`src/hdl/vrt_pkg.sv`:
```
// vrt_pkg: shared types, widths and codes for the voxel ray traversal block
// no dependencies; imported by vrt_div, vrt_sqrt and voxel_ray_traversal
`timescale 1ns / 1ps

package vrt_pkg;

  localparam int GRID_X_DEF      = 64;
  localparam int GRID_HEIGHT_DEF = 16;
  localparam int GRID_Z_DEF      = 64;
  localparam int TYPE_BITS_DEF   = 8;

  // voxel coordinate width during a walk, wide enough for the step cap
  localparam int CW = 14;
  // unsigned q.32 times, all ones stands for an axis that is never crossed
  localparam int TW = 58;
  localparam logic [TW-1:0] T_NEVER = '1;

  // shared divider: numerator and divisor widths
  localparam int DW  = 56;
  localparam int DDW = 20;

  // square root operand width
  localparam int SQW = 40;

  localparam int STEP_CAP = 4096;
  localparam int NW       = 13;

  typedef enum logic [0:0] {
    OP_WRITE = 1'b0,
    OP_CAST  = 1'b1
  } op_t;

  typedef enum logic [1:0] {
    AX_X = 2'd0,
    AX_Y = 2'd1,
    AX_Z = 2'd2
  } axis_t;

  typedef enum logic [2:0] {
    FACE_LEFT   = 3'd0,
    FACE_RIGHT  = 3'd1,
    FACE_BACK   = 3'd2,
    FACE_FRONT  = 3'd3,
    FACE_BOTTOM = 3'd4,
    FACE_TOP    = 3'd5,
    FACE_NONE   = 3'd7
  } face_t;

  typedef enum logic [2:0] {
    JOB_BX  = 3'd0,
    JOB_BY  = 3'd1,
    JOB_BZ  = 3'd2,
    JOB_IX  = 3'd3,
    JOB_IY  = 3'd4,
    JOB_IZ  = 3'd5,
    JOB_LIM = 3'd6
  } job_t;

  typedef enum logic [3:0] {
    S_CLEAR,
    S_IDLE,
    S_SQ,
    S_ROOT,
    S_ROOT_WAIT,
    S_DIV_GO,
    S_DIV_WAIT,
    S_LOOK,
    S_TEST,
    S_PICK,
    S_STEP,
    S_FIN
  } state_t;

endpackage

```
`src/hdl/vrt_div.sv`:
```
// vrt_div: shared restoring divider, one quotient bit per cycle
// depends on vrt_pkg for DW and DDW
`timescale 1ns / 1ps

module vrt_div
  import vrt_pkg::*;
(
  input  logic           clk,
  input  logic           rst,
  input  logic           start,
  input  logic [DW-1:0]  num,
  input  logic [DDW-1:0] den,
  output logic           busy,
  output logic           done,
  output logic [DW-1:0]  quo
);

  localparam int CNTW = $clog2(DW);

  logic [CNTW-1:0] cnt;
  logic [DDW-1:0]  rem;
  logic [DDW:0]    shifted;
  logic            fits;

  assign shifted = {rem, quo[DW-1]};
  assign fits    = shifted >= {1'b0, den};

  always_ff @(posedge clk) begin
    if (rst) begin
      busy <= 1'b0;
      done <= 1'b0;
      cnt  <= '0;
    end else begin
      done <= 1'b0;
      if (start) begin
        busy <= 1'b1;
        cnt  <= '0;
      end else if (busy) begin
        cnt <= cnt + 1'b1;
        if (cnt == CNTW'(DW - 1)) begin
          busy <= 1'b0;
          done <= 1'b1;
        end
      end
    end
  end

  always_ff @(posedge clk) begin
    if (start) begin
      quo <= num;
      rem <= '0;
    end else if (busy) begin
      quo <= {quo[DW-2:0], fits};
      rem <= fits ? DDW'(shifted - {1'b0, den}) : DDW'(shifted);
    end
  end

endmodule

```
`config.mk`:
```
export PLATFORM = sky130hd
export DESIGN_NAME = vrt_div
export DESIGN_NICKNAME = d
export VERILOG_FILES = /design/src/hdl/vrt_pkg.sv /design/src/hdl/vrt_div.sv
export SDC_FILE = /design/constraint.sdc
export NUM_CORES = 1
export LEC_CHECK = 0
export BUFFER_PORTS_ARGS = -buffer_cell sky130_fd_sc_hd__clkbuf_2
export CORE_MARGIN = 2
export CORE_UTILIZATION = 49
export CTS_CLUSTER_DIAMETER = 60
export CTS_CLUSTER_SIZE = 30
export DETAILED_ROUTE_END_ITERATION = 7
export PLACE_DENSITY = 0.76
export SLEW_MARGIN = 0
export SYNTH_ARGS = -nofsm -noshare
export SYNTH_HDL_FRONTEND = slang
export SYNTH_SLANG_ARGS = --single-unit
```
`constraint.sdc`:
```
create_clock -name clk -period 3 [get_ports clk]
set_input_delay 0.3 -clock clk [delete_from_list [all_inputs] [get_ports clk]]
set_output_delay 0.3 -clock clk [all_outputs]
set_load 0.02 [all_outputs]
```
**Yosys cells after proc, flatten, opt, wreduce, memory -nomap -nowiden**

Index checks and enable logic that the tools add are counted.

- Flip-flop bits (word level): 84
- Latch bits: 0
- RAM bits: 0
- Memory bits (read-only): 0
- Bits of input ports: 79
- Word-level logic and storage cells: 20
- Memories kept: 0

- Add/sub/neg operators: 2
- Multipliers: 0
- Divide/modulo/power cells: 0
- Order comparisons: 1
- Eq/ne operators: 1
- Shifts and indexed selects: 0
- Mux-type cells: 7
- Bitwise gates (word level): 1
- Reductions and logical operators: 3

Operators by type and width:

| operator | count |
|---|---|
| $mux 56 | 2 |
| $ge 21x20->1 | 1 |
| $mux 20 | 1 |
| $sub 20x20->20 | 1 |
| $add 6x1->6 const B | 1 |
| $eq 6x6->1 const B | 1 |
| $mux 1 | 4 |
| $reduce_or 3->1 | 1 |
| $reduce_bool 2->1 | 1 |
| $reduce_or 2->1 | 1 |
| $not 1->1 | 1 |

**Logic depth before layout (Yosys ltp)**

Gate-level depths: netlist (run 1).

- Word-level depth: 4
- Depth in mapped cells: 11
- Gate-level depth less buffers: 10

**Least setup slack after synthesis (run 1)**

No wires, ideal clock.

- Kind: reg2reg
- From: register quo[55]
- To: register quo[0], data pin
- Setup time: 0.260 ns
- Data arrival time: 2.521 ns
- Required time: 2.740 ns
- Slack: 0.219 ns
- Cell stages (with the launch flop): 10
- Path buffers: 1
- Clock period less this slack: 2.781 ns
- Cell sequence: edfxtp_1 -> inv_1 -> ha_1 -> or2b_1 -> a21oi_2 -> o41a_4 -> o41ai_4 -> o311ai_2 -> buf_6 -> mux2_2

- Word-level cells in the longest chain between the ends: 3

RTL lines:

| element | line | text |
|---|---|---|
| start: declaration | vrt_div.sv:15 | `output logic [DW-1:0] quo` |
| start signal: assignment | vrt_div.sv:50 | `quo <= num;` |
| start signal: assignment | vrt_div.sv:53 | `quo <= {quo[DW-2:0], fits};` |
| $ge 21x20->1 | vrt_div.sv:26 | `assign fits = shifted >= {1'b0, den};` |
| $mux 56 | vrt_div.sv:52 | `end else if (busy) begin` |
| $mux 56 | vrt_div.sv:49 | `if (start) begin` |

No other way between the ends. The select of a mux whose other input is x is not followed.
A chain may end at the register's enable or synchronous reset.

**Final worst setup path (run 1)**

- From: register rem[1]
- To: register rem[17]

- Word-level cells in the longest chain between the ends: 2

RTL lines:

| element | line | text |
|---|---|---|
| start: declaration | vrt_div.sv:21 | `logic [DDW-1:0] rem;` |
| start signal: assignment | vrt_div.sv:54 | `rem <= fits ? DDW'(shifted - {1'b0, den}) : DDW'(shifted);` |
| $sub 20x20->20 / $ge 21x20->1 (equally long branches) | vrt_div.sv:54, vrt_div.sv:26 |  |
| $mux 20 * | vrt_div.sv:54 |  |

Mark *: on every way between the ends. The rest lies on a longest branch, timed or not.

==> metrics.yaml, run 1 <==
cts:
  h-tree-depth: 3
  cts_tree: "done"
  cts_sinks: 84
  tritoncts.num_buffers: 9
  post-cts-setup-buffer-count: 0
  clk_pin_slew_worst_paths_ns: 0.10
  cts_buffer_depth: 2
  ctsHoldBuffers: 0
  clock_latency_ns: 0.37
  cts_root_buf: "clkbuf_8"
die:
  die_w_um: 103
  core.rowCount: 36
  die_area_um2: 10600
  core_um2: 9640
  pin_count: 137
  die_h_um: 103
  initial_core_util: 0.498
power:
  p_leak_nw: 2.54
  power_density_nw_per_um2: 552
  vdd.ir_drop.worst_v: 0.000422
  finalPower_w: 0.00324
yosys:
  synth-seq-cells: 84
  syn_inst: 432
  synth_largest_type_area_fraction: 0.350
  avgSynthCellArea_um2: 11.1
  yosys.area.top_type: "edfxtp_1"
  ys_seq_area_frac: 0.467
  synthDistinctLibCells: 66
  synth_warnings: 0
  async_reset_ff_frac: 0
  synth_edf_count: 56
  synth_nets: 533
  yosys-top-cells-area: "edfxtp_1, mux2_2, dfxtp_1"
  yosys_most_used_dff: "edfxtp_1"
  syn_area_um2: 4800
worst_setup_path:
  rrSetupSlack_ns: 0.29
  end_kind: "flip-flop"
  cp-start-kind: "flip-flop"
  crit_arrival_ns: 2.97
  rr_worst_depth: 9
  crit_end: "rem[17]"
  critical_path_class: "reg -> reg"
  cp.required_ns: 3.26
  critPathLaunch: "rem[1]"
  crit_fanout: 5
  r2r-start: "rem[1]"
  rr_endpoint: "rem[17]"
timing:
  setup_slack_ns: 0.289
  slew_headroom: 0.532
  skew_ns: 0.0122
  setup_viol: 0
  tightestPinTransition_ns: 0.702
  fin_crit_ns: 2.71
  finalHoldViolCount: 0
  fin_tns_setup_ns: 0
  rsz0062_at_grt: "false"
  drv_slew: 0
  fmax_ghz: 0.369
  period_share: 0.904
placement:
  place_ws_ns: 0.171
  place_congestion: 0.904
  hpwl_um: 7940
  portBuffers: 136
  place_inst: 688
global_routing:
  antenna_found_initial: 0
  grt_pass1_wl_um: 17400
  grt_max_degree: 77
  grt_pass1_vias: 3753
  gr-usage-all-layers: 0.211
  grt-ovfl-total: 0
layout:
  final_common_cell: "clkbuf_2"
  multi_input_area_um2: 2360
  syn_to_final_growth_pct: 22.2
  drive_gt1_frac: 0.412
  seq_area_um2: 2240
  final_cell_mix: "clkbuf_2, mux2_2, edfxtp_1"
  finalNonFillerCells: 704
  diodes: 0
  nFillCells: 857
  nNetsFinal: 667
drt:
  routedWlPerCell_um: 15.6
  antenna_left: 0
  num_vias: 3817
  drc_errors: 0
  drt-initial-drc-count: 178
  vias_per_cell: 5.42
  firstDrtPassIters: 5
  wirelength_um: 11000
min_path:
  worstHoldPathType: "in -> reg"
outcome:
  status: "finished clean"
run:
  max_cap_violations: 0
==> worst min path at each step <==
stage,startpoint,endpoint,slack [ns],depth (start not counted)
after floorplan,rst,busy,0.37,1
after global placement,cnt[5],cnt[5],0.47,2
after detailed placement,rst,busy,0.48,2
after CTS,rst,busy,0.08,2
after global routing,rst,busy,0.08,2
final,rst,busy,0.09,2
==> sequential cells by signal, summed over array words and instances, names as in the netlist <==
name and count:
quo 56, rem 20, cnt 6, busy 1, done 1
==> cell type report <==
cell class                      instances  area share
Multi-Input combinational cell        301       0.402
Sequential cell                        84       0.382
Timing Repair Buffer                  142       0.128
Tap cell                              133      0.0284
Clock buffer                            9      0.0211
Clock inverter                          7      0.0207
Inverter                               28      0.0179
==> stage by stage <==
step / cell area, um2 / hold slack, ns / utilization
after floorplan: 4800 / 0.372 / -
after global placement: 5620 / 0.471 / 0.583
after detailed placement: 5620 / 0.479 / 0.583
after CTS: 5870 / 0.0800 / 0.609
after global routing: 5870 / 0.0787 / 0.609
final: 5870 / 0.0941 / 0.609
==> critical path: stages, from the launching register on <==
cell and delay (ns):
dfxtp_1 0.35, ha_1 0.35, o211ai_2 0.17, a21oi_2 0.07, o41a_4 0.47, o41ai_4 0.36, buf_4 0.21, nor4b_1 0.07
a211o_2 0.32, a31o_2 0.23
==> power breakdown <==
part | internal [W] | switching (W)
Combinational | 0.000340 | 0.000454
Clock | 0.000559 | 0.000453
Sequential | 0.00136 | 0.0000682
==> logic make-up (layout without fill, tap and decap cells) <==
family	after synthesis	in the layout	synth area share
and+or+nand+nor	120	120	0.119
DFF	84	84	0.467
AOI/OAI and AO/OA	83	83	0.145
muxes	59	59	0.138
buffers and inverters	47	186	0.0419
adders and majority gates	22	22	0.0589
xor gates and xnor gates	17	17	0.0310
==> Yosys cell counts (3+ instances only) <==
| cell type | count |
|---|---|
| a31oi_1 | 3 |
| nand2b_1 | 4 |
| buf_6 | 3 |
| a311oi_2 | 4 |
| mux2_2 | 56 |
| nand4_1 | 5 |
| o21ai_0 | 11 |
| nand3_1 | 12 |
| ha_1 | 21 |
| o311ai_1 | 3 |
| a311oi_1 | 4 |
| xor2_1 | 6 |
| nand2_1 | 34 |
| nor3_1 | 5 |
| mux2i_1 | 3 |
| buf_1 | 3 |
| nor2_1 | 38 |
| nand3b_1 | 4 |
| or2_2 | 4 |
| clkbuf_1 | 11 |
| inv_1 | 28 |
| a21oi_1 | 12 |
| edfxtp_1 | 56 |
| dfxtp_1 | 28 |
| a21o_1 | 6 |
| xnor2_1 | 11 |
| o211ai_1 | 4 |
| o21a_1 | 3 |
==> per-layer routing <==
metal / up-vias / part of all wire / global-route usage
li1: 1882 / - / -
met1: 1788 / 0.42 / 0.259
met2: 130 / 0.48 / 0.345
met3: 17 / 0.080 / 0.0712
met5: - / 0 / 0
met4: 0 / 0.019 / 0.0789
==> repair_timing <==
item,4_1_cts,5_1_grt
gates resized for setup,0,1
endpoints found under the hold margin,0,0
setup endpoints to repair,0,1
(Power assumes the default switching activity.)
==> run 2, diff against run 1 <==
Settings changed: BUFFER_PORTS_ARGS -buffer_cell sky130_fd_sc_hd__clkbuf_2 to -buffer_cell sky130_fd_sc_hd__buf_2, CAP_MARGIN set to 40.
Clock period 3 ns to 2.71 ns, I/O delays scaled along.
==> run 2 against run 1 <==
Against the previous run:
- hold slack got worse by 0.013 ns
- clock power decreased by 8%
- first-iteration DRC count decreased by 44%
- maximum frequency increased by 4.2%
==> metrics.yaml, run 2 (same netlist as run 1, synthesis figures left out) <==
drt:
  wirelength_um: 11500
  firstDrtPassIters: 4
  drc_errors: 0
  routedWlPerCell_um: 16.2
  vias_per_cell: 5.45
  drt-initial-drc-count: 100
  antenna_left: 0
  num_vias: 3866
layout:
  reg_top3: "quo (56), rem (20), cnt (6)"
  largest_reg_flops: 56
  utilization: 0.613
  design_area_um2: 5910
  diodes: 0
  finalNonFillerCells: 710
  seq_area_um2: 2240
  drive_gt1_frac: 0.428
  final_common_cell: "buf_2"
  syn_to_final_growth_pct: 23.1
  top_register: "quo"
  multi_input_area_um2: 2390
  final_cell_mix: "buf_2, mux2_2, edfxtp_1"
  nFillCells: 840
  nNetsFinal: 673
timing:
  setup_slack_ns: 0.108
  drv_slew: 0
  fin_crit_ns: 2.60
  tightestPinTransition_ns: 0.584
  holdWs_ns: 0.0810
  finalHoldViolCount: 0
  slew_headroom: 0.611
  skew_ns: 0.00633
  setup_viol: 0
  fmax_ghz: 0.384
  rsz0062_at_grt: "false"
  period_share: 0.960
global_routing:
  grt_pass1_wl_um: 17800
  grt_max_degree: 58
  antenna_found_initial: 0
  grt-ovfl-total: 0
  gr-usage-all-layers: 0.216
  grt_pass1_vias: 3799
worst_setup_path:
  crit_buf_inv: 1
  end_kind: "flip-flop"
  critical_path_class: "reg -> reg"
  crit_path_cell_trace: "ha_1, o211ai_2, a21oi_2, o41a_4, o41ai_4, buf_4, nor4b_1, a211o_2, a31o_2"
  cp.required_ns: 2.97
  cp-start-kind: "flip-flop"
  slowest_stage: "o41a_4"
  slowest_delay_ns: 0.47
  crit_arrival_ns: 2.87
  crit_fanout: 5
  cpLargestDelayFamily: "compound AO/OA/AOI/OAI gates"
placement:
  dpl-instance-area_um2: 5680
  hpwl_um: 8480
  place_congestion: 0.854
  place_inst: 694
  place_ws_ns: -0.0129
  portBuffers: 136
cts:
  cts_tree: "done"
  cts_root_buf: "clkbuf_8"
  clk_pin_slew_worst_paths_ns: 0.09
  tritoncts.num_buffers: 9
  h-tree-depth: 3
  cts_sinks: 84
  clock_latency_ns: 0.36
  cts_buffer_depth: 2
power:
  p_leak_nw: 2.54
  vdd.ir_drop.worst_v: 0.000319
  power_density_nw_per_um2: 579
die:
  initial_core_util: 0.498
  die_w_um: 103
  pin_count: 137
  core.rowCount: 36
  die_area_um2: 10600
  die_h_um: 103
  core_um2: 9640
outcome:
  status: "finished clean"
min_path:
  worstHoldPathType: "in -> reg"
run:
  max_cap_violations: 0
run 2: area by class of cell:
type,count,area share
well taps,133,0.0281
inverters,28,0.0178
flip-flops and latches,84,0.379
clock buffers,9,0.0209
repair buffers,148,0.137
multi-input cells,301,0.405
clock inverters,7,0.0125
run 2: final timing paths:
kind / end / startpoint / cells past startpoint / slack [ns]
worst max register to register: rem[17] / rem[1] / 9 / 0.11
worst max-delay path: rem[17] / rem[1] / 9 / 0.11
worst min register to register: cnt[5] / cnt[5] / 2 / 0.50
worst min-delay path: busy / rst / 2 / 0.08
run 2: worst reg2reg max path, stage by stage, from the launching register on:
cell and delay, ns:
dfxtp_1 0.34, ha_1 0.36, o211ai_2 0.18, a21oi_2 0.07, o41a_4 0.47, o41ai_4 0.31
buf_4 0.21, nor4b_1 0.05, a211o_2 0.30, a31o_2 0.23
run 2: power breakdown:
part	internal, W	switching (W)	total [W]
combinational	0.000397	0.000520	0.000917
sequential	0.00151	0.0000694	0.00158
clock	0.000434	0.000492	0.000926
total	0.00234	0.00108	0.00342
run 2: what timing repair did:
| item | in CTS | in global routing |
|---|---|---|
| resized for setup | 0 | 7 |
| hold buffers | 0 | 0 |
| setup endpoints to repair | 0 | 4 |
| buffers inserted | 0 | 0 |
run 2: routing by layer:
layer / share of wire / vias up / routed length [um] / GRT usage
met4: 0.016 / 0 / 182 / 0.0830
met5: 0 / - / 0 / 0
met3: 0.061 / 12 / 706 / 0.0536
met2: 0.50 / 116 / 5750 / 0.369
li1: - / 1896 / - / -
met1: 0.42 / 1842 / 4860 / 0.265
run 2: stage by stage:
step,TNS [ns],total power [W]
finish,0,0.00342
global route,0,0.00359
CTS,0,0.00344
detailed placement,-0.0129,0.00251
global placement,0,0.00249
floorplan,0,0.00223
==> run 3, diff against run 2 <==
--- a/constraint.sdc
+++ b/constraint.sdc
@@ -3,2 +3,2 @@
 set_output_delay 0.271 -clock clk [all_outputs]
-set_load 0.02 [all_outputs]
+set_load 0.05 [all_outputs]
==> run 3 against run 2 <==
Against the previous run:
- maximum frequency up 0.39%
- core utilization up 1.2 points
- power up 10%
- clock skew up 0.0037 ns
- setup slack better by 0.010 ns
- sequential cell count unchanged
- register-to-register slack about the same
- die area unchanged
- critical path type unchanged
- largest power group unchanged
==> metrics.yaml, run 3 (same netlist as run 1, synthesis figures left out) <==
outcome:
  status: "finished clean"
timing:
  fin_crit_ns: 2.59
  tightestPinTransition_ns: 0.554
  setup_slack_ns: 0.118
  setup_viol: 0
  finalHoldViolCount: 0
  drv_slew: 0
  fmax_ghz: 0.386
  fin_tns_setup_ns: 0
  slew_headroom: 0.629
  period_share: 0.957
  skew_ns: 0.00999
global_routing:
  grt_max_degree: 58
  antenna_found_initial: 0
  grt-ovfl-total: 0
  grt_pass1_vias: 3904
  grt_pass1_wl_um: 17800
  gr-usage-all-layers: 0.215
min_path:
  worstHoldPathType: "in -> reg"
  hold_depth: 2
  hp-start: "rst"
  holdPathEnd: "busy"
layout:
  drive_gt1_frac: 0.436
  nFillCells: 852
  diodes: 0
  nNetsFinal: 683
  reg_top3: "quo (56), rem (20), cnt (6)"
  final_common_cell: "buf_2"
  top_register: "quo"
  multi_input_area_um2: 2400
  seq_area_um2: 2240
  finalNonFillerCells: 720
  syn_to_final_growth_pct: 25.4
  largest_reg_flops: 56
  final_cell_mix: "buf_2, mux2_2, edfxtp_1"
placement:
  portBuffers: 136
  place_congestion: 0.831
  place_ws_ns: -0.0311
  hpwl_um: 8270
  place_inst: 702
cts:
  clk_pin_slew_worst_paths_ns: 0.09
  cts_sinks: 84
  cts_root_buf: "clkbuf_8"
  clock_latency_ns: 0.37
  ctsHoldBuffers: 0
  cts_tree: "done"
  cts_buffer_depth: 2
  tritoncts.num_buffers: 9
  h-tree-depth: 3
worst_setup_path:
  critical_path_class: "reg -> reg"
  rrSetupSlack_ns: 0.12
  cp.required_ns: 2.99
  rr_worst_depth: 9
  crit_fanout: 9
  r2r-start: "rem[11]"
  end_kind: "flip-flop"
  crit_arrival_ns: 2.87
  rr_endpoint: "rem[1]"
  cp-start-kind: "flip-flop"
power:
  power_density_nw_per_um2: 626
  finalPower_w: 0.00377
  vdd.ir_drop.worst_v: 0.000556
  p_leak_nw: 2.62
drt:
  drc_errors: 0
  antenna_left: 0
  firstDrtPassIters: 4
  num_vias: 3887
  routedWlPerCell_um: 15.5
  wirelength_um: 11200
  drt-initial-drc-count: 138
  vias_per_cell: 5.40
die:
  pin_count: 137
  die_h_um: 103
  core_um2: 9640
  die_w_um: 103
  core.rowCount: 36
  initial_core_util: 0.498
  die_area_um2: 10600
run:
  max_cap_violations: 0
run 3: cell type report:
| cell class | count | area share |
|---|---|---|
| timing repair buffer | 158 | 0.147 |
| inverter | 28 | 0.0174 |
| multi-input combinational | 301 | 0.398 |
| sequential | 84 | 0.372 |
| clock inverter | 7 | 0.0174 |
| tap | 133 | 0.0276 |
| clock buffer | 9 | 0.0206 |
run 3: metal layers:
metal,up-vias,global-route usage,share of wire
met1,1829,0.254,0.41
met2,118,0.367,0.50
met5,-,0,0
met4,0,0.0891,0.021
li1,1921,-,-
met3,19,0.0610,0.065
run 3: worst max-delay path by stage:
stage / startpoint / end / slack (ns) / depth (start not counted)
after floorplan: quo[55] / quo[0] / -0.06 / 9
after global placement: den[1] / rem[9] / 0.05 / 11
after detailed placement: den[1] / rem[9] / -0.03 / 11
after CTS: rem[11] / rem[1] / 0.02 / 9
after global routing: rem[3] / rem[9] / -0.04 / 8
final: rem[11] / rem[1] / 0.12 / 9
run 3: worst max-delay path, stage by stage (launching register included):
cell and delay [ns]:
dfxtp_1 0.35, ha_1 0.41, and3_2 0.23, o211ai_1 0.10, o21bai_2 0.20, o41ai_4 0.12
buf_4 0.18, o311a_4 0.42, or4_1 0.41, o311ai_1 0.08
run 3: timing repair:
| action | in CTS | in global routing |
|---|---|---|
| endpoints found under the hold margin | 0 | 0 |
| endpoints found under the setup margin | 0 | 12 |
| buffers inserted | 0 | 2 |
| gates resized for setup | 0 | 4 |
run 3: power by group:
part / leakage (nW) / switching, W / internal (W)
registers: 0.793 / 0.0000744 / 0.00151
logic: 1.72 / 0.000719 / 0.000421
clock network: 0.113 / 0.000515 / 0.000535
total: 2.62 / 0.00131 / 0.00247
run 3: metrics by stage:
stage	utilization	hold WS (ns)	cell area (um2)
finish	0.625	0.0531	6030
global placement	0.596	0.442	5740
CTS	0.619	0.0385	5970
global route	0.625	0.0605	6030
detailed placement	0.596	0.441	5740
floorplan	-	0.343	4820
