### config.mk
export PLATFORM = sky130hd
export DESIGN_NAME = vrt_sqrt
export DESIGN_NICKNAME = d
export VERILOG_FILES = /design/src/hdl/vrt_pkg.sv /design/src/hdl/vrt_sqrt.sv
export SDC_FILE = /design/constraint.sdc
export NUM_CORES = 1
export LEC_CHECK = 0
export BUFFER_PORTS_ARGS = -buffer_cell sky130_fd_sc_hd__buf_2
export CAP_MARGIN = 20
export CORE_AREA = 2 2 129 131
export DETAILED_ROUTE_END_ITERATION = 6
export DIE_AREA = 0 0 131 133
export PLACE_DENSITY = 0.81
export RECOVER_POWER = 50
export SETUP_SLACK_MARGIN = 0.02
export SLEW_MARGIN = 20
export SYNTH_ARGS = -nofsm -noshare
export SYNTH_HDL_FRONTEND = slang
export SYNTH_SLANG_ARGS = --single-unit
### constraint.sdc
create_clock -name clk -period 10.5 [get_ports clk]
set_clock_uncertainty 0.15 [all_clocks]
set_input_delay 1.05 -clock clk [delete_from_list [all_inputs] [get_ports clk]]
set_output_delay 1.05 -clock clk [all_outputs]
set_load 0.02 [all_outputs]
### src/hdl/vrt_pkg.sv
// vrt_pkg: shared types, widths and codes for the voxel ray traversal block
// no dependencies; imported by vrt_div, vrt_sqrt and voxel_ray_traversal
`timescale 1ns / 1ps

package vrt_pkg;

  localparam int GRID_X_DEF      = 64;
  localparam int GRID_HEIGHT_DEF = 16;
  localparam int GRID_Z_DEF      = 64;
  localparam int TYPE_BITS_DEF   = 8;

  // voxel coordinate width during a walk, wide enough for the step cap
  localparam int CW = 14;
  // unsigned q.32 times, all ones stands for an axis that is never crossed
  localparam int TW = 58;
  localparam logic [TW-1:0] T_NEVER = '1;

  // shared divider: numerator and divisor widths
  localparam int DW  = 56;
  localparam int DDW = 20;

  // square root operand width
  localparam int SQW = 40;

  localparam int STEP_CAP = 4096;
  localparam int NW       = 13;

  typedef enum logic [0:0] {
    OP_WRITE = 1'b0,
    OP_CAST  = 1'b1
  } op_t;

  typedef enum logic [1:0] {
    AX_X = 2'd0,
    AX_Y = 2'd1,
    AX_Z = 2'd2
  } axis_t;

  typedef enum logic [2:0] {
    FACE_LEFT   = 3'd0,
    FACE_RIGHT  = 3'd1,
    FACE_BACK   = 3'd2,
    FACE_FRONT  = 3'd3,
    FACE_BOTTOM = 3'd4,
    FACE_TOP    = 3'd5,
    FACE_NONE   = 3'd7
  } face_t;

  typedef enum logic [2:0] {
    JOB_BX  = 3'd0,
    JOB_BY  = 3'd1,
    JOB_BZ  = 3'd2,
    JOB_IX  = 3'd3,
    JOB_IY  = 3'd4,
    JOB_IZ  = 3'd5,
    JOB_LIM = 3'd6
  } job_t;

  typedef enum logic [3:0] {
    S_CLEAR,
    S_IDLE,
    S_SQ,
    S_ROOT,
    S_ROOT_WAIT,
    S_DIV_GO,
    S_DIV_WAIT,
    S_LOOK,
    S_TEST,
    S_PICK,
    S_STEP,
    S_FIN
  } state_t;

endpackage

### src/hdl/vrt_sqrt.sv
// vrt_sqrt: bit pair integer square root, one result bit per cycle
// depends on vrt_pkg for SQW
`timescale 1ns / 1ps

module vrt_sqrt
  import vrt_pkg::*;
(
  input  logic               clk,
  input  logic               rst,
  input  logic               start,
  input  logic [SQW-1:0]     val,
  output logic               busy,
  output logic               done,
  output logic [SQW/2-1:0]   root
);

  localparam int ITER = SQW / 2;
  localparam int CNTW = $clog2(ITER);

  logic [CNTW-1:0] cnt;
  logic [SQW-1:0]  v;
  logic [SQW-1:0]  r;
  logic [SQW-1:0]  bitv;
  logic [SQW-1:0]  trial;

  assign trial = r + bitv;
  assign root  = r[ITER-1:0];

  always_ff @(posedge clk) begin
    if (rst) begin
      busy <= 1'b0;
      done <= 1'b0;
      cnt  <= '0;
    end else begin
      done <= 1'b0;
      if (start) begin
        busy <= 1'b1;
        cnt  <= '0;
      end else if (busy) begin
        cnt <= cnt + 1'b1;
        if (cnt == CNTW'(ITER - 1)) begin
          busy <= 1'b0;
          done <= 1'b1;
        end
      end
    end
  end

  always_ff @(posedge clk) begin
    if (start) begin
      v    <= val;
      r    <= '0;
      bitv <= SQW'(1) << (SQW - 2);
    end else if (busy) begin
      if (v >= trial) begin
        v <= v - trial;
        r <= (r >> 1) + bitv;
      end else begin
        r <= r >> 1;
      end
      bitv <= bitv >> 2;
    end
  end

endmodule

# [Word level (Yosys, flattened, before mapping)]
# Cells that the tools add are included.
[classes] addsub=4 multipliers=0 div_mod_pow=0 magnitude_cmp=1 eq_ne=1 shifts=0 mux=8 n_bitwise=1 n_reduce_logical=5
[op_table] op="$mux W40" n=4
[op_table] op="$add A39 B39 Y40" n=1
[op_table] op="$add A40 B39 Y40" n=1
[op_table] op="$ge A40 B40 Y1" n=1
[op_table] op="$sub A40 B40 Y40" n=1
[op_table] op="$add A5 B1 Y5 const B" n=1
[op_table] op="$eq A5 B5 Y1 const B" n=1
[op_table] op="$mux W1" n=4
[op_table] op="$reduce_bool A2 Y1" n=2
[op_table] op="$reduce_or A3 Y1" n=1
[op_table] op="$reduce_and A2 Y1" n=1
[op_table] op="$reduce_or A2 Y1" n=1
[op_table] op="$not A1 Y1" n=1
[totals] reg_bits=107 latch_bits=0 mem_bits_rw=0 romBits=0 in_bits=43 wordCells=26 mem_count=0

# [Longest topological paths before layout]
# Gate-level depths: netlist of the first run.
[logic_depth] word_depth=5 mapped_depth=22 ltp_nobuf=19

# [Worst setup path before layout of the first run]
# No wires, ideal clock.
[synth_path] kind="reg2reg" from="register r[0]" to="register v[0], enable pin" setup_ns=0.493 arrival_ns=6.941 t_required_ns=9.857 path_slack_ns=2.916 path_stages_with_launch=21 n_path_buf=2 path_cell_list="dfxtp_1 > ha_1 > ha_1 > a21o_1 > a31oi_1 > o21ai_0 > a221oi_1 > nor4_1 > or2_2 > a41o_1 > xnor2_1 > ha_1 > nand2_2 > nor2_1 > a21oi_1 > or3_4 > a31oi_4 > a21oi_4 > buf_6 > buf_4 > o21ai_0"
[synth_via] elab_chain_cells=4
[synth_rtl] element="from (decl)" line="vrt_sqrt.sv:22" text="logic [SQW-1:0] r;"
[synth_rtl] element="from (signal assigned)" line="vrt_sqrt.sv:57" text="r <= (r >> 1) + bitv;"
[synth_rtl] element="from (signal assigned)" line="vrt_sqrt.sv:59" text="r <= r >> 1;"
[synth_rtl] element="$add A40 B39 Y40" line="vrt_sqrt.sv:26" text="assign trial = r + bitv;"
[synth_rtl] element="$ge A40 B40 Y1" line="vrt_sqrt.sv:55" text="if (v >= trial) begin"
[synth_rtl] element="$reduce_bool A2 Y1 (no source line)"
[synth_rtl] element="$reduce_and A2 Y1 (no source line)"
[synth_rtl] element="to (signal assigned)" line="vrt_sqrt.sv:51" text="v <= val;"
[synth_rtl] element="to (signal assigned)" line="vrt_sqrt.sv:56" text="v <= v - trial;"
[synth_rtl] element="to (decl)" line="vrt_sqrt.sv:21" text="logic [SQW-1:0] v;"
# No other way between the ends.
# A chain may end at the register's enable or synchronous reset.

==> impl_metrics.csv, run 1 <==
group,metric,value,unit
synth,ys_ff_latch,107,
hold_path,worstHoldPathType,"reg2reg",
cts,cts_setup_buffers,0,
placed_design,post-place-cells,1449,
synth,synth_area_per_cell,7.96,sq um
critical_path,r2r-start,"r[0]",
cts,post_cts_resize_count,0,
final_layout,layout.cells.non_filler,1466,
synth,ys.flop_type,"dfxtp_1",
power_and_ir_drop,p_leak,3.96,nW
timing,relSlewSlack,-208,%
final_layout,drive_gt1_share,7.87,%
synth,syn_nets,1373,
power_and_ir_drop,totalPowerFinal,1.87,mW
detailed_routing,drc,0,
cts,cts.path.max_buffers,2,
final_layout,final_common_cell,"nor2_1",
timing,hold_viol_final,0,
detailed_routing,antenna_left,0,
critical_path,rrSetupSlack,4.51,ns
global_routing,grt_max_degree,99,
hold_path,whs_path_depth,2,
cts,worstSkewPairLatency,0.37,ns
die,initial_core_util,61.3,%
cts,cts.sinks,107,
timing,fin_setup_tns,0,ns
die,die_x,131,microns
synth,yosysUniqueCellTypes,78,
critical_path,cp.required,10.42,ns
final_layout,layout_common_cells,"133 x nor2_1, 126 x nand2_1, 89 x o21ai_0",
timing,tightest_slew,4.63,ns
run_status,violations,"capacitance limit, slew limit",
cts,cts_tree,"built",
critical_path,r2r_end,"r[28]",
cts,hold_buffers,0,
hold_path,min-delay-start,"r[0]",
placed_design,place_hpwl,18700,microns
die,die-area,0.0174,sq mm
detailed_routing,wl_per_cell,17.5,microns
detailed_routing,initialDrtViolationCount,808,
synth,yosys_warnings,0,
cts,numCtsBuffers,9,
cts,cts_max_level,3,
die,die_height,133,microns
global_routing,grt_pass1_wl,42600,microns
critical_path,end_kind,"flip-flop",
timing,worst_slack,4.46,ns
critical_path,worstRegToRegCells,19,
timing,clock.fmax,0.166,GHz
cts,root_buffer,"clkbuf_16",
timing,whs,0.371,ns
flow_run,maxCapViolCount,3,
final_layout,syn2layout_area_growth,4.66,%
die,rows,47,
timing,rsz0062_at_grt,"false",
die,io_pins,65,
placed_design,io_buffers,64,
synth,syn_inst,1246,
detailed_routing,vias,9499,
placed_design,place_congestion,0.922,
detailed_routing,firstDrtPassIters,6,
critical_path,arrival,5.96,ns
critical_path,worst-path-max-fanout,74,
final_layout,num_antenna_cells,0,
synth,synth_edf_count,40,
synth,yosysSeqAreaShare,25.6,%
global_routing,globalRoute.totalOverflow,0,
synth,syn-cell-area,0.00992,sq mm
power_and_ir_drop,peakVddDrop,0.106,mV
global_routing,grt_pass1_vias,8859,
global_routing,antenna_found_initial,0,
critical_path,crit_type,"in2reg",
global_routing,grt.total_usage,30.0,%
power_and_ir_drop,powerDensity,180,mW/mm^2
cts,clk_pin_slew,0.08,ns
critical_path,crit_path_start_kind,"input pin",
timing,slew_viol_final,244,
detailed_routing,via_per_inst,6.48,
detailed_routing,wl,25700,microns
run_status,status,"complete, but fails checks",
timing,setup_viol,0,
die,core_area,0.0162,sq mm
timing,finalCritPeriodShare,57.5,%
hold_path,whs_endpoint,"r[0]",
placed_design,place_ws,4.64,ns
critical_path,startpoint,"start",
final_layout,num-nets-final,1368,
synth,async_flop_share,0,%
timing,period_needed,6.04,ns
## Yosys cell counts (10+ instances only)
cell type	n	area, sq um
a21o_1	28	210
a21oi_1	78	390
a311oi_1	26	228
a31o_2	16	140
a31oi_1	36	225
and3_1	10	62.6
buf_4	25	188
clkbuf_1	42	158
dfxtp_1	67	1340
edfxtp_1	40	1200
ha_1	83	1040
inv_1	31	116
mux2i_1	31	310
nand2_1	126	473
nand2b_1	12	75.1
nand3_1	29	145
nand4_1	18	113
nor2_1	133	499
nor3_1	21	105
o211ai_1	13	97.6
o21ai_0	90	450
o21bai_1	16	120
o31ai_1	19	143
or3_1	19	119
xnor2_1	33	289
xor2_1	32	280
## worst max path at each step
stage	end	slack, ns	depth (start not counted)
final	r[16]	4.46	5
after floorplan	v[0]	2.92	20
after CTS	v[35]	4.61	18
after global placement	r[28]	4.81	18
after global routing	r[28]	3.92	19
after detailed placement	v[11]	4.64	18
## kinds of logic (layout without fill, tap and decap cells)
kind of cell	count (synthesis)	after routing	synth area share (%)
AOI/OAI and AO/OA	415	415	28.5
xor gates and xnor gates	65	65	5.74
adders and majority gates	84	84	10.7
buffers and inverters	116	116	5.53
DFF	107	107	25.6
muxes	40	40	4.15
and+or+nand+nor	419	419	19.7
## metal layers
layer,up-vias,routed length (microns),share of wire (%),global-route usage [%]
met1,4468,11300,44,39.2
met2,308,12600,49,50.9
met5,-,0,0,0
met4,0,680,2.6,9.40
li1,4675,-,-,-
met3,48,1200,4.7,4.00
## layout make-up
cell class | count | area (sq um)
clock buffers | 10 | 229
inverters | 32 | 120
flip-flops and latches | 107 | 2550
multi-input cells | 1023 | 6810
repair buffers | 68 | 334
clock inverters | 6 | 58.8
well taps | 220 | 275
fillers | 1432 | 5790
## power by group
group	internal [mW]	switching, mW	total [mW]
Clock	0.167	0.178	0.346
Combinational	0.371	0.572	0.943
Sequential	0.519	0.0575	0.577
Total	1.06	0.808	1.87
## worst max-delay path: stages
cell and delay, ns:
clkbuf_1 2.03, clkbuf_1 2.30, nor2_1 0.20, o21ai_0 0.22, o32ai_1 0.10
## state kept, by name, indices dropped and copies added (netlist names)
signal	count
bitv	20
busy	1
cnt	5
done	1
r	40
v	40
## per-stage QoR
stage	area [sq um]	utilization (%)
detailed placement	10100	62.6
finish	10400	64.2
CTS	10400	64.4
global placement	10100	62.6
global route	10400	64.2
floorplan	9920	-
Power figures use the tool's default switching activity.
==> run 2: changes to the inputs <==
ABC_AREA = 1   (was unset)
CORE_AREA = 2 2 138 140   (was 2 2 129 131)
DIE_AREA = 0 0 140 142   (was 0 0 131 133)
PLACE_DENSITY = 0.82   (was 0.81)
clock period = 6.3 ns   (was 10.5 ns; I/O delays follow)
==> run 2 against run 1 <==
Compared with the run above: the run ends with DRC, capacitance limit, slew limit left; sequential cell count unchanged; via count rose by 34%; setup slack lost 3.3 ns; largest cell class unchanged; routed wire length grew 43%; critical path type unchanged; final area is 17% higher; synthesized cell count rose by 55%; area after synthesis up 16%.
==> impl_metrics.csv, run 2 <==
group,metric,value,unit
final_layout,reg.largest.list,"r: 40 flops, v: 40 flops, bitv: 20 flops",
critical_path,cp.required,6.16,ns
hold_path,worstHoldPathType,"in2reg",
critical_path,critical_path.slowest_cell,"clkbuf_1",
timing,relSlewSlack,-144,%
die,io_pins,65,
power_and_ir_drop,p_leak,5.34,nW
synth,ys.flop_type,"dfxtp_1",
timing,setup_viol,0,
final_layout,final_common_cell,"nand2_1",
power_and_ir_drop,peakVddDrop,0.294,mV
critical_path,worst-path-max-fanout,78,
cts,cts_setup_buffers,0,
final_layout,finalInstanceArea,0.0121,sq mm
timing,slew_viol_final,227,
detailed_routing,antenna_left,0,
final_layout,syn2layout_area_growth,5.07,%
global_routing,grt_pass1_vias,12033,
detailed_routing,wl_per_cell,16.8,microns
timing,clock.fmax,0.193,GHz
synth,syn-cell-area,0.0115,sq mm
flow_run,maxCapViolCount,3,
synth,synth_area_per_cell,5.97,sq um
timing,finalCritPeriodShare,82.2,%
synth,syn_inst,1933,
critical_path,end_kind,"flip-flop",
die,core_area,0.0185,sq mm
synth,synth_common_cells,"594 x nand2_1, 239 x nor2_1, 219 x inv_1, 167 x nand3_1, 127 x a21oi_1",
timing,period_needed,5.18,ns
placed_design,dpl_cell_area,0.0118,sq mm
cts,worstSkewPairLatency,0.37,ns
synth,synth_most_common_cell,"nand2_1",
detailed_routing,vias,12770,
synth,synth_top_cell_area_share,19.3,%
critical_path,cpPeakStageDelay,2.57,ns
final_layout,drive_gt1_share,5.77,%
cts,cts.sinks,107,
synth,yosysUniqueCellTypes,46,
die,die-area,0.0199,sq mm
placed_design,io_buffers,64,
synth,yosysTopAreaCell,"nand2_1",
detailed_routing,initialDrtViolationCount,1172,
critical_path,arrival,5.03,ns
cts,hold_buffers,0,
critical_path,r2r-start,"r[2]",
synth,synth_edf_count,40,
power_and_ir_drop,powerDensity,358,mW/mm^2
final_layout,num-nets-final,2079,
synth,yosysSeqAreaShare,22.0,%
synth,syn_nets,2060,
critical_path,worstRegToRegCells,21,
critical_path,r2r_end,"r[5]",
die,rows,50,
critical_path,startpoint,"start",
final_layout,num_antenna_cells,0,
synth,async_flop_share,0,%
timing,tightest_slew,3.66,ns
die,initial_core_util,62.5,%
die,die_x,140,microns
cts,root_buffer,"clkbuf_16",
critical_path,critical_path.cell_chain,"buf_2 > clkbuf_1 > inv_2 > clkbuf_2 > nand2_2 > buf_4",
global_routing,grt_max_degree,81,
placed_design,place_congestion,1.06,
detailed_routing,via_per_inst,5.83,
detailed_routing,wl,36900,microns
cts,cts_tree,"built",
cts,cts.path.max_buffers,2,
timing,fin_setup_tns,0,ns
placed_design,place_hpwl,28700,microns
final_layout,layout_common_cells,"593 x nand2_1, 239 x nor2_1, 218 x inv_1",
synth,synth_area_leaders,"nand2_1 19%, dfxtp_1 12%, edfxtp_1 10%",
cts,cts_max_level,3,
global_routing,antenna_found_initial,0,
detailed_routing,drc,1,
timing,rsz0062_at_grt,"false",
global_routing,globalRoute.totalOverflow,0,
timing,whs,0.273,ns
cts,post_cts_resize_count,0,
global_routing,grt.total_usage,36.7,%
critical_path,rrSetupSlack,1.13,ns
die,die_height,142,microns
global_routing,grt_pass1_wl,58300,microns
synth,ys_ff_latch,107,
critical_path,crit_type,"in2reg",
cts,numCtsBuffers,9,
critical_path,crit_path_start_kind,"input pin",
timing,hold_viol_final,0,
critical_path,endpoint,"v[18]",
synth,yosys_warnings,0,
run_status,violations,"DRC, capacitance limit, slew limit",
cts,clk_pin_slew,0.08,ns
run_status,status,"complete, but fails checks",
detailed_routing,firstDrtPassIters,7,
run 2: changes by cell type in the layout (fill, tap and decap cells not counted), moves of 17 or more:
cell      previous run  this run
mux2i_1             31         0
a21oi_1             80       127
o31ai_1             19         2
or3_1               19         0
nand3b_1             0        17
nor2_1             133       239
inv_1               31       218
nand3_1             29       168
a311oi_1            26         0
a21o_1              28         6
nand2_1            126       593
a31oi_1             36        11
o21ai_0             89       116
run 2: where the power goes:
part           internal (mW)  switching (mW)  total (mW)  leakage (nW)
sequential             0.924           0.157        1.08         0.952
clock                  0.329           0.304       0.633         0.158
combinational          0.886            1.74        2.63          4.23
total                   2.14            2.20        4.34          5.34
run 2: critical path, delay by kind of cell:
kind	cells	cell delay (ns)
buf+inv	5	4.03
simple gates	1	0.30
run 2: cells by family after synthesis:
group,count (synthesis),synth area share [%]
adder cells (fa/ha/maj),84,9.18
AO/OA/AOI/OAI,300,14.2
flip-flops,107,22.0
AND/OR/NAND/NOR,1108,40.5
XOR/XNOR,50,3.80
buffers and inverters,284,10.3
run 2: final cells by class:
type / count / area [sq um]
fill: 1752 / 6340
sequential: 107 / 2540
timing repair buffer: 70 / 329
multi-input combinational: 1542 / 7790
clock inverter: 6 / 83.8
tap: 234 / 293
clock buffer: 10 / 239
inverter: 222 / 833
run 2: metal layers:
| layer | up-vias | part of all wire [%] | global-route usage, % |
|---|---|---|---|
| met2 | 569 | 47 | 63.8 |
| met4 | 0 | 4.6 | 18.1 |
| met3 | 111 | 7.0 | 3.50 |
| li1 | 6351 | - | - |
| met5 | - | 0 | 0 |
| met1 | 5739 | 41 | 45.8 |
run 2: metrics by stage:
stage | worst slack (ns) | utilization [%] | cells | power [mW]
final | 1.12 | 65.7 | 2191 | 4.34
after global routing | 0.790 | 65.7 | 2191 | 4.69
after CTS | 1.41 | 65.9 | 2191 | 4.29
after detailed placement | 1.46 | 64.2 | 2175 | 3.65
after global placement | 1.48 | 64.2 | 2175 | 3.59
after floorplan | 1.80 | - | 1933 | 3.09
run 2: worst min-delay path by stage:
stage                        start  endpoint  slack (ns)  cells past startpoint
final                          rst      busy        0.27                      2
after global placement      cnt[4]    cnt[4]        0.33                      1
after global routing           rst      busy        0.27                      2
after floorplan           bitv[38]  bitv[38]        0.31                      2
after CTS                      rst      busy        0.27                      2
after detailed placement    cnt[4]    cnt[4]        0.33                      1
==> run 3: changes to the inputs <==
ABC_AREA = 0   (was 1)
CORE_AREA = 2 2 135 137   (was 2 2 138 140)
DIE_AREA = 0 0 137 139   (was 0 0 140 142)
PLACE_DENSITY = 0.78   (was 0.82)
clock period = 4.7 ns   (was 6.3 ns; I/O delays follow)
==> run 3 against run 2 <==
Compared with the run above: the run ends with capacitance limit, slew limit, setup timing left; final area fell by 0.21%; clock power is 21% higher; routed wire length fell by 18%; setup slack got worse by 1.3 ns; global-route usage fell by 7.2 points; core utilization is 2.8 points higher; register-to-register slack got worse by 1.3 ns; critical endpoint is now v[0]; sequential share of layout area up 0.18 points; via count down 19%; critical path depth is 15 higher; hold slack worse by 0.16 ns.
==> impl_metrics.csv, run 3 (same netlist as run 1, synthesis figures left out) <==
group,metric,value,unit
critical_path,critical_path.cell_chain,"ha_4 > a31o_4 > or3_4 > nand2b_4 > o31a_1 > a21oi_2 > o31a_1 > nor2_2 > xor2_1 > ha_1 > nand2_1 > o21ai_2 > nor4_2 > or3_4 > a31oi_4 > a21oi_4 > buf_6 > o21ai_4 > buf_6 > buf_12 > buf_16",
critical_path,startpoint,"bitv[20]",
placed_design,place_congestion,0.965,
cts,numCtsBuffers,9,
timing,clock.fmax,0.207,GHz
timing,slew_viol_final,81,
run_status,violations,"capacitance limit, slew limit, setup timing",
cts,clk_pin_slew,0.08,ns
die,initial_core_util,56.2,%
critical_path,r2r-start,"bitv[20]",
cts,worstSkewPairLatency,0.37,ns
detailed_routing,drc,0,
critical_path,endpoint,"v[0]",
cts,root_buffer,"clkbuf_16",
final_layout,layout_common_cells,"129 x nor2_1, 125 x nand2_1, 103 x buf_4",
detailed_routing,wl_per_cell,19.0,microns
detailed_routing,firstDrtPassIters,5,
critical_path,crit_path_start_kind,"flip-flop",
hold_path,min-delay-start,"rst",
hold_path,worstHoldPathType,"in2reg",
critical_path,worst-path-max-fanout,8,
global_routing,antenna_found_initial,0,
final_layout,syn2layout_area_growth,21.9,%
timing,period_needed,4.83,ns
final_layout,drive_gt1_share,23.2,%
timing,hold_viol_final,0,
timing,whs,0.114,ns
power_and_ir_drop,p_leak,4.74,nW
global_routing,grt_max_degree,81,
final_layout,multi_input_area,0.00745,sq mm
critical_path,critical_path.top_delay_family,"compound AO/OA/AOI/OAI gates",
critical_path,rrSetupSlack,-0.13,ns
placed_design,place_hpwl,20700,microns
detailed_routing,antenna_left,0,
power_and_ir_drop,peakVddDrop,0.262,mV
timing,rsz0062_at_grt,"true",
detailed_routing,initialDrtViolationCount,1111,
die,core_area,0.0177,sq mm
power_and_ir_drop,totalPowerFinal,4.90,mW
global_routing,globalRoute.totalOverflow,0,
timing,worst_slack,-0.128,ns
critical_path,r2r_end,"v[0]",
cts,cts_tree,"built",
critical_path,arrival,4.76,ns
timing,tightest_slew,1.70,ns
final_layout,num-nets-final,1494,
cts,cts.path.max_buffers,2,
cts,cts.sinks,107,
global_routing,grt_pass1_wl,45800,microns
critical_path,worstRegToRegCells,21,
placed_design,io_buffers,64,
final_layout,final_util,68.5,%
die,die-area,0.0190,sq mm
cts,hold_buffers,0,
final_layout,register_area,0.00256,sq mm
flow_run,maxCapViolCount,1,
critical_path,crit_type,"reg2reg",
detailed_routing,via_per_inst,6.47,
cts,cts_max_level,3,
die,io_pins,65,
timing,fin_setup_tns,-3.65,ns
timing,relSlewSlack,-13.0,%
global_routing,grt_pass1_vias,9523,
critical_path,cp.required,4.63,ns
placed_design,place_ws,-0.0595,ns
die,die_height,139,microns
timing,finalCritPeriodShare,103,%
critical_path,critical_path.slowest_cell,"or3_4",
critical_path,path_depth,21,
critical_path,end_kind,"flip-flop",
die,rows,49,
detailed_routing,wl,30400,microns
power_and_ir_drop,powerDensity,405,mW/mm^2
timing,setup_viol,69,
final_layout,num_antenna_cells,0,
critical_path,critPathBufInv,4,
critical_path,cpPeakStageDelay,0.36,ns
run_status,status,"complete, but fails checks",
final_layout,final_common_cell,"nor2_1",
global_routing,grt.total_usage,29.5,%
detailed_routing,vias,10363,
final_layout,reg.largest.list,"r: 40 flops, v: 40 flops, bitv: 20 flops",
die,die_x,137,microns
final_layout,final.fill_count,1394,
-- run 3: changes by cell type in the layout (fill, tap and decap cells not counted), sizes merged, moves of 20 or more --
| cell | before | now |
|---|---|---|
| nand3 | 170 | 29 |
| a311oi | 0 | 26 |
| mux2i | 0 | 31 |
| nor2 | 246 | 133 |
| a21oi | 137 | 82 |
| a31oi | 11 | 37 |
| buf | 46 | 171 |
| a21o | 6 | 29 |
| o21ai | 118 | 92 |
| inv | 223 | 34 |
| nand2 | 605 | 127 |
| or3 | 0 | 20 |
-- run 3: worst min-delay path by stage --
stage | endpoint | depth (start not counted)
2_1_floorplan | cnt[4] | 2
3_3_place_gp | cnt[4] | 2
3_5_place_dp | cnt[4] | 2
4_1_cts | busy | 2
5_1_grt | busy | 2
6_report | busy | 2
-- run 3: through the flow --
stage / instance area (sq um) / std cells
after CTS: 11600 / 1585
after detailed placement: 11000 / 1555
after global routing: 12100 / 1601
after floorplan: 10100 / 1246
final: 12100 / 1601
after global placement: 11000 / 1555
-- run 3: report_power, final --
part / total (mW) / switching, mW / internal, mW
sequential: 1.27 / 0.111 / 1.16
clock: 0.766 / 0.387 / 0.379
combinational: 2.86 / 1.61 / 1.25
-- run 3: routing by layer --
| metal | up-vias | GRT usage [%] | share of wire, % |
|---|---|---|---|
| met5 | - | 0 | 0 |
| met4 | 0 | 11.7 | 4.8 |
| met3 | 116 | 5.04 | 6.0 |
| met2 | 460 | 51.4 | 49 |
| met1 | 4869 | 35.6 | 40 |
| li1 | 4918 | - | - |
-- run 3: cell type report --
cell class              count  share of cell area (%)
multi-input cells        1023                    61.6
clock inverters             5                   0.290
inverters                  32                   0.993
well taps                 229                    2.37
repair buffers            194                    11.6
clock buffers              11                    2.01
flip-flops and latches    107                    21.2
-- run 3: what timing repair did --
item	4_1_cts	5_1_grt
endpoints found under the setup margin	74	93
cloned	2	1
pin swaps	6	37
hold endpoints to repair	0	0
resized for setup	29	78
setup buffers	12	16
-- run 3: worst reg2reg max path, delay by kind of cell, from the launching register on --
| family | cells | cell delay (ns) |
|---|---|---|
| AOI/OAI and AO/OA | 8 | 1.58 |
| xor gates and xnor gates | 1 | 0.29 |
| adders and majority gates | 2 | 0.50 |
| buffers and inverters | 4 | 0.53 |
| DFF | 1 | 0.34 |
| and+or+nand+nor | 6 | 1.16 |
